===== src/design/wsd_pkg.sv =====
`default_nettype none

package wsd_pkg;

  // Parser phase codes.
  localparam logic [2:0] PH_HEADER = 3'd0;
  localparam logic [2:0] PH_LEN    = 3'd1;
  localparam logic [2:0] PH_EXT    = 3'd2;
  localparam logic [2:0] PH_KEY    = 3'd3;
  localparam logic [2:0] PH_DATA   = 3'd4;

  // Fragment kinds of the current frame.
  localparam logic [1:0] FK_SINGLE = 2'd0;
  localparam logic [1:0] FK_FIRST  = 2'd1;
  localparam logic [1:0] FK_MIDDLE = 2'd2;
  localparam logic [1:0] FK_LAST   = 2'd3;

  // Error kinds.
  localparam logic ERR_RSV    = 1'b0;
  localparam logic ERR_OPCODE = 1'b1;

  // Header byte fields and length escape codes.
  localparam logic [7:0] HDR_FIN_BIT  = 8'h80;
  localparam logic [7:0] HDR_RSV_BITS = 8'h70;
  localparam logic [6:0] LEN_EXT16    = 7'h7e;
  localparam logic [6:0] LEN_EXT64    = 7'h7f;

  // Extended length and mask key byte counts.
  localparam logic [3:0] EXT16_BYTES = 4'd2;
  localparam logic [3:0] EXT64_BYTES = 4'd8;
  localparam logic [3:0] KEY_BYTES   = 4'd4;

  // One result beat.
  typedef struct packed {
    logic       data_valid;
    logic [7:0] data_byte;
    logic [3:0] message_opcode;
    logic       frame_done;
    logic       message_done;
    logic       error;
    logic       error_kind;
  } res_t;

  // True for opcodes 3 to 7 and 11 to 15.
  function automatic logic opcode_reserved(input logic [3:0] op);
    return ((op >= 4'd3) && (op <= 4'd7)) || (op >= 4'd11);
  endfunction

endpackage

`default_nettype wire


===== src/design/wsd_core.sv =====
`default_nettype none

module wsd_core #(
  parameter int LENGTH_BITS = 64
) (
  input  wire logic          clk,
  input  wire logic          rst,
  input  wire logic          step,
  input  wire logic [7:0]    in_byte,
  output wsd_pkg::res_t      res
);
  import wsd_pkg::*;

  logic [2:0]             parse_phase, parse_phase_next;
  logic [1:0]             fragment_kind, fragment_kind_next;
  logic [3:0]             fragment_opcode, fragment_opcode_next;
  logic [3:0]             frame_opcode, frame_opcode_next;
  logic                   mask_enabled, mask_enabled_next;
  logic [31:0]            mask_key, mask_key_next;
  logic [3:0]             header_bytes_left, header_bytes_left_next;
  logic [LENGTH_BITS-1:0] payload_length, payload_length_next;
  logic [LENGTH_BITS-1:0] payload_count, payload_count_next;

  logic [6:0]             len7;
  logic [3:0]             op;
  logic [7:0]             key_byte;
  logic                   done;
  logic                   err;
  logic                   err_kind;
  logic                   data_valid;
  logic [7:0]             data_byte;

  assign len7 = in_byte[6:0];
  assign op   = in_byte[3:0];

  // Key byte for this payload position; the first key byte sits in the top bits.
  always_comb begin
    case (payload_count[1:0])
      2'd0:    key_byte = mask_key[31:24];
      2'd1:    key_byte = mask_key[23:16];
      2'd2:    key_byte = mask_key[15:8];
      default: key_byte = mask_key[7:0];
    endcase
  end

  // Next state and result for one stream byte.
  always_comb begin
    parse_phase_next       = parse_phase;
    fragment_kind_next     = fragment_kind;
    fragment_opcode_next   = fragment_opcode;
    frame_opcode_next      = frame_opcode;
    mask_enabled_next      = mask_enabled;
    mask_key_next          = mask_key;
    header_bytes_left_next = header_bytes_left;
    payload_length_next    = payload_length;
    payload_count_next     = payload_count;
    done                   = 1'b0;
    err                    = 1'b0;
    err_kind               = ERR_RSV;
    data_valid             = 1'b0;
    data_byte              = 8'd0;

    case (parse_phase)
      PH_LEN: begin
        mask_enabled_next   = in_byte[7];
        mask_key_next       = 32'd0;
        payload_length_next = '0;
        if (len7 == LEN_EXT16) begin
          header_bytes_left_next = EXT16_BYTES;
          parse_phase_next       = PH_EXT;
        end else if (len7 == LEN_EXT64) begin
          header_bytes_left_next = EXT64_BYTES;
          parse_phase_next       = PH_EXT;
        end else begin
          payload_length_next = {{(LENGTH_BITS-7){1'b0}}, len7};
          if (in_byte[7]) begin
            header_bytes_left_next = KEY_BYTES;
            parse_phase_next       = PH_KEY;
          end else begin
            payload_count_next = '0;
            if (len7 == 7'd0) begin
              parse_phase_next = PH_HEADER;
              done             = 1'b1;
            end else begin
              parse_phase_next = PH_DATA;
            end
          end
        end
      end

      PH_EXT: begin
        // Shift in big-endian length bytes, saturating once the top byte is used.
        if (payload_length[LENGTH_BITS-1 -: 8] != 8'd0) begin
          payload_length_next = '1;
        end else begin
          payload_length_next = {payload_length[LENGTH_BITS-9:0], in_byte};
        end
        header_bytes_left_next = header_bytes_left - 4'd1;
        if (header_bytes_left_next == 4'd0) begin
          if (mask_enabled) begin
            header_bytes_left_next = KEY_BYTES;
            parse_phase_next       = PH_KEY;
          end else begin
            payload_count_next = '0;
            if (payload_length_next == '0) begin
              parse_phase_next = PH_HEADER;
              done             = 1'b1;
            end else begin
              parse_phase_next = PH_DATA;
            end
          end
        end
      end

      PH_KEY: begin
        mask_key_next          = {mask_key[23:0], in_byte};
        header_bytes_left_next = header_bytes_left - 4'd1;
        if (header_bytes_left_next == 4'd0) begin
          payload_count_next = '0;
          if (payload_length == '0) begin
            parse_phase_next = PH_HEADER;
            done             = 1'b1;
          end else begin
            parse_phase_next = PH_DATA;
          end
        end
      end

      PH_DATA: begin
        data_valid         = 1'b1;
        data_byte          = mask_enabled ? (in_byte ^ key_byte) : in_byte;
        payload_count_next = payload_count + 1'b1;
        if (payload_count_next >= payload_length) begin
          done             = 1'b1;
          parse_phase_next = PH_HEADER;
        end
      end

      default: begin
        // Header byte: reserved bits are checked before the opcode.
        if ((in_byte & HDR_RSV_BITS) != 8'd0) begin
          err      = 1'b1;
          err_kind = ERR_RSV;
        end else if (opcode_reserved(op)) begin
          err      = 1'b1;
          err_kind = ERR_OPCODE;
        end else begin
          if ((in_byte & HDR_FIN_BIT) == 8'd0) begin
            fragment_kind_next = (op != 4'd0) ? FK_FIRST : FK_MIDDLE;
          end else begin
            fragment_kind_next = (op == 4'd0) ? FK_LAST : FK_SINGLE;
          end
          if (fragment_kind_next == FK_FIRST) begin
            fragment_opcode_next = op;
          end
          frame_opcode_next      = op;
          mask_enabled_next      = 1'b0;
          header_bytes_left_next = 4'd0;
          payload_length_next    = '0;
          payload_count_next     = '0;
          parse_phase_next       = PH_LEN;
        end
        if (err) begin
          parse_phase_next = PH_HEADER;
        end
      end
    endcase
  end

  // Result fields, taken from the state after this byte.
  always_comb begin
    res.data_valid     = data_valid;
    res.data_byte      = data_byte;
    res.message_opcode = (frame_opcode_next != 4'd0) ? frame_opcode_next
                                                     : fragment_opcode_next;
    res.frame_done     = done;
    res.message_done   = done && ((fragment_kind_next == FK_SINGLE) ||
                                  (fragment_kind_next == FK_LAST));
    res.error          = err;
    res.error_kind     = err_kind;
  end

  // Parser state advances once per processed byte.
  always_ff @(posedge clk) begin
    if (rst) begin
      parse_phase       <= PH_HEADER;
      fragment_kind     <= FK_SINGLE;
      fragment_opcode   <= 4'd0;
      frame_opcode      <= 4'd0;
      mask_enabled      <= 1'b0;
      mask_key          <= 32'd0;
      header_bytes_left <= 4'd0;
      payload_length    <= '0;
      payload_count     <= '0;
    end else if (step) begin
      parse_phase       <= parse_phase_next;
      fragment_kind     <= fragment_kind_next;
      fragment_opcode   <= fragment_opcode_next;
      frame_opcode      <= frame_opcode_next;
      mask_enabled      <= mask_enabled_next;
      mask_key          <= mask_key_next;
      header_bytes_left <= header_bytes_left_next;
      payload_length    <= payload_length_next;
      payload_count     <= payload_count_next;
    end
  end

endmodule

`default_nettype wire


===== src/design/websocket_frame_deframer_top.sv =====
// An accepted byte passes through the input register, then the result register, which presents its result.
// Throughput: one byte per cycle, sustained, whenever the result side drains.
// The input register holds one byte while a result waits, so input and output stall apart.
// Reset (rst, synchronous, active high) empties both registers and returns the
// parser to waiting for a header byte with all frame state cleared.
`default_nettype none

module websocket_frame_deframer_top #(
  parameter int LENGTH_BITS = 64
) (
  input  wire logic       clk,
  input  wire logic       rst,
  input  wire logic       in_valid,
  output logic            in_ready,
  input  wire logic [7:0] in_byte,
  output logic            out_valid,
  input  wire logic       out_ready,
  output logic            data_valid,
  output logic [7:0]      data_byte,
  output logic [3:0]      message_opcode,
  output logic            frame_done,
  output logic            message_done,
  output logic            error,
  output logic            error_kind
);
  import wsd_pkg::*;

  logic       hold_valid;
  logic [7:0] hold_byte;
  logic       step;
  res_t       res;
  res_t       out_res;

  // A held byte is parsed when the result register is free or draining.
  assign step     = hold_valid && (!out_valid || out_ready);
  assign in_ready = !hold_valid || step;

  // Input register.
  always_ff @(posedge clk) begin
    if (rst) begin
      hold_valid <= 1'b0;
    end else if (in_ready) begin
      hold_valid <= in_valid;
    end
  end

  always_ff @(posedge clk) begin
    if (in_valid && in_ready) begin
      hold_byte <= in_byte;
    end
  end

  wsd_core #(
    .LENGTH_BITS (LENGTH_BITS)
  ) u_core (
    .clk     (clk),
    .rst     (rst),
    .step    (step),
    .in_byte (hold_byte),
    .res     (res)
  );

  // Result register.
  always_ff @(posedge clk) begin
    if (rst) begin
      out_valid <= 1'b0;
    end else if (step) begin
      out_valid <= 1'b1;
    end else if (out_ready) begin
      out_valid <= 1'b0;
    end
  end

  always_ff @(posedge clk) begin
    if (step) begin
      out_res <= res;
    end
  end

  assign data_valid     = out_res.data_valid;
  assign data_byte      = out_res.data_byte;
  assign message_opcode = out_res.message_opcode;
  assign frame_done     = out_res.frame_done;
  assign message_done   = out_res.message_done;
  assign error          = out_res.error;
  assign error_kind     = out_res.error_kind;

endmodule

`default_nettype wire


===== config.mk =====
export PLATFORM = sky130hd
export DESIGN_NAME = websocket_frame_deframer_top
export DESIGN_NICKNAME = d
export VERILOG_FILES = /design/src/design/wsd_pkg.sv /design/src/design/wsd_core.sv /design/src/design/websocket_frame_deframer_top.sv
export SDC_FILE = /design/constraint.sdc
export NUM_CORES = 1
export LEC_CHECK = 0
export BUFFER_PORTS_ARGS = -buffer_cell sky130_fd_sc_hd__buf_2
export CAP_MARGIN = 20
export CELL_PAD_IN_SITES_DETAIL_PLACEMENT = 1
export CELL_PAD_IN_SITES_GLOBAL_PLACEMENT = 1
export CORE_MARGIN = 5
export CORE_UTILIZATION = 52
export DETAILED_ROUTE_END_ITERATION = 8
export PLACE_DENSITY_LB_ADDON = 0.1
export REMOVE_ABC_BUFFERS = 1
export SLEW_MARGIN = 20
export SYNTH_ARGS = -nofsm -noshare
export SYNTH_HDL_FRONTEND = slang
export SYNTH_SLANG_ARGS = --single-unit

===== constraint.sdc =====
create_clock -name clk -period 8.8 [get_ports clk]
set_clock_uncertainty 0.15 [all_clocks]
set_input_delay 0.44 -clock clk [delete_from_list [all_inputs] [get_ports clk]]
set_output_delay 0.44 -clock clk [all_outputs]
set_load 0.005 [all_outputs]

==> qor.csv <==
metric,value,unit
drive_above_1_share,7.28,%
first_pass_iters,5,
layout.nets,1510,
yosysSeqAreaShare,37.4,%
final_cell_area,12800,sq um
cts_setup_buffers,0,
synthXorXnorAreaFrac,5.49,%
drt_iter0_drc,756,
worst_pin_slew,1170,ps
io_buffers,30,
power.share.combinational,3.5,%
fin_crit,5700,ps
p_int,0.00162,W
drv_cap,0,
drc,0,
ant_nets,0,
synth_area,11600,sq um
cts-root-buf,clkbuf_16,
cts_buffer_depth,3,
p_sw,0.000474,W
swShare,22.6,%
async_flop_share,0,%
peakVddDrop,0.141,mV
rsz0062_at_grt,false,
status,finished clean,
num_vias,10800,
crit_family,simple AND/OR/NAND/NOR gates,
clkSlewWorstSetupHoldPaths,60,ps
yosys.area_share.simple,21.3,%
drv_slew,0,
placed_area,11900,sq um
ys_warn_count,0,
cts_resized,0,
hold_buffers,9,
layout_common_cells,"dfxtp_1, a21oi_1, nand2_1",
synthMuxAreaShare,0.698,%
hold_violations,0,
n_antenna_cell,0,
synthCells,1443,
critPathBufInv,0,
ys_ff_latch,205,
dp_hpwl,23500,um
synth_compound_area_share,21.0,%
start_util,53.0,%
fin_hold_ws,81.8,ps
dieArea,25500,sq um
required,9050,ps
cpPeakStageDelay,730,ps
wirelength,35700,um
wl_per_cell,20.7,um
grt_pass1_wl,57900,um
power_frac_seq,46.0,%
antenna_found_initial,0,
leakage,4.59,nW
cts_tree,built,
yosysTopAreaCellShare,30.9,%
fmax,176,MHz
worstSetupPathType,reg2reg,
worstSkewPairLatency,530,ps
synth_top_family_by_area,simple AND/OR/NAND/NOR gates,
area_delta_synth_final,10.1,%
ys_top_cells_by_area,"dfxtp_1, ha_1, a21oi_1",
row_count,54,
finalWeightedCongestion,0.864,
numCtsBuffers,24,
worstSetupStartpointType,register,
cts.htree.levels,1,
setup_viol,0,
power_frac_clock,50.5,%
fin_util,58.4,%
cp_slowest_cell,nor3_4,
synthAdderAreaFrac,8.03,%
yosysUniqueCellTypes,71,
grt_pass1_vias,11100,
power,0.00210,W
yosysTopAreaCell,dfxtp_1,
grt_use_total,27.1,%
critPathArrivalTime,5950,ps
cp-end-kind,register,
cts_sinks,205,
die_x,160,um
io_pins,31,
tns,0,ps
synth.avg_cell_area,8.07,sq um
max_slew_margin,21.8,%
grt_overflow,0,
via_per_inst,6.26,
p_per_area,164,nW/um^2
dieHeight,160,um
synthFlopType,dfxtp_1,
critPathMaxFanout,14,
hold_class,in2reg,
worstPathCellList,ha_1 -> nand2_1 -> nor4_4 -> nand4bb_1 -> nor3_4 -> and3_1 -> xor2_1 -> ha_1 -> nand2_1 -> o21ai_0 -> a221o_1 -> a211oi_1 -> o211ai_1 -> o31ai_1 -> mux2_2,
min_period_over_period,64.7,%
synth-edff-count,25,
grt_max_degree,119,
core_area,22000,sq um
final_common_cell,dfxtp_1,
[cell families (layout without fill, tap and decap cells)]
group                    Yosys count  after routing
flip-flops                       205            205
XOR/XNOR                          73             73
AND/OR/NAND/NOR                  499            499
AO/OA/AOI/OAI                    399            399
multiplexers                       8              8
buffers and inverters            184            183
adder cells (fa/ha/maj)           75             75
[sequential cells by signal (all words and copies together), names as in the netlist, 2 cells and up]
register	flops
hold_byte	8
data_byte	8
u_core.header_bytes_left	4
u_core.payload_length	64
u_core.payload_count	64
u_core.frame_opcode	4
message_opcode	4
u_core.fragment_opcode	4
u_core.fragment_kind	2
u_core.mask_key	32
u_core.parse_phase	3
[cell usage after synthesis, types with 24 or more instances]
cell type,count
nand3_1,47
nand4_1,37
xnor2_1,49
or3_1,25
xor2_1,24
dfxtp_1,180
o211ai_1,53
nor2_1,115
nand2_1,162
inv_1,89
o21ai_0,78
edfxtp_1,25
clkbuf_1,86
ha_1,74
a21oi_1,160
a22oi_1,34
[power groups by stage]
| stage | registers (W) | logic, W | clock network, W |
|---|---|---|---|
| floorplan | 0.000980 | 0.0000305 | 0 |
| global placement | 0.000984 | 0.0000679 | 0 |
| detailed placement | 0.000984 | 0.0000692 | 0 |
| CTS | 0.000963 | 0.0000727 | 0.00107 |
| global route | 0.000964 | 0.0000785 | 0.00113 |
| finish | 0.000964 | 0.0000735 | 0.00106 |
[path summary, 6_finish.rpt]
path | start | endpoint | slack (ps) | cells past startpoint
max | u_core.payload_count[0] | u_core.parse_phase[0] | 3100 | 15
min reg2reg | u_core.fragment_opcode[0] | u_core.fragment_opcode[0] | 310 | 2
max reg2reg | u_core.payload_count[0] | u_core.parse_phase[0] | 3100 | 15
min | out_ready | out_valid | 80 | 4
[metrics by stage]
stage          setup WS, ps  instances
6_report               3100       1722
4_1_cts                3170       1722
3_5_place_dp           3340       1669
2_1_floorplan          4540       1350
5_1_grt                2750       1722
3_3_place_gp           3680       1669
[cell type report]
| class | count | area, sq um |
|---|---|---|
| Clock inverter | 10 | 136 |
| Timing Repair Buffer | 48 | 323 |
| Sequential cell | 205 | 4350 |
| Inverter | 91 | 342 |
| Clock buffer | 34 | 709 |
| Multi-Input combinational cell | 1054 | 6610 |
| Tap cell | 280 | 350 |
| Fill cell | 2677 | 9130 |
[worst min-delay path, cell delays in order]
cell	delay, ps
buf_2	80
nor2b_1	60
nor2_1	80
nor2_1	40
[routing by layer]
| metal | wire (um) | vias to the layer above | GRT usage, % |
|---|---|---|---|
| met5 | 0 | - | 0 |
| met4 | 913 | 0 | 7.69 |
| met3 | 1250 | 59 | 3.22 |
| met2 | 17100 | 187 | 46.8 |
| met1 | 16400 | 5395 | 36.0 |
| li1 | - | 5136 | - |
No activity file was read; power rests on OpenSTA's default activity.
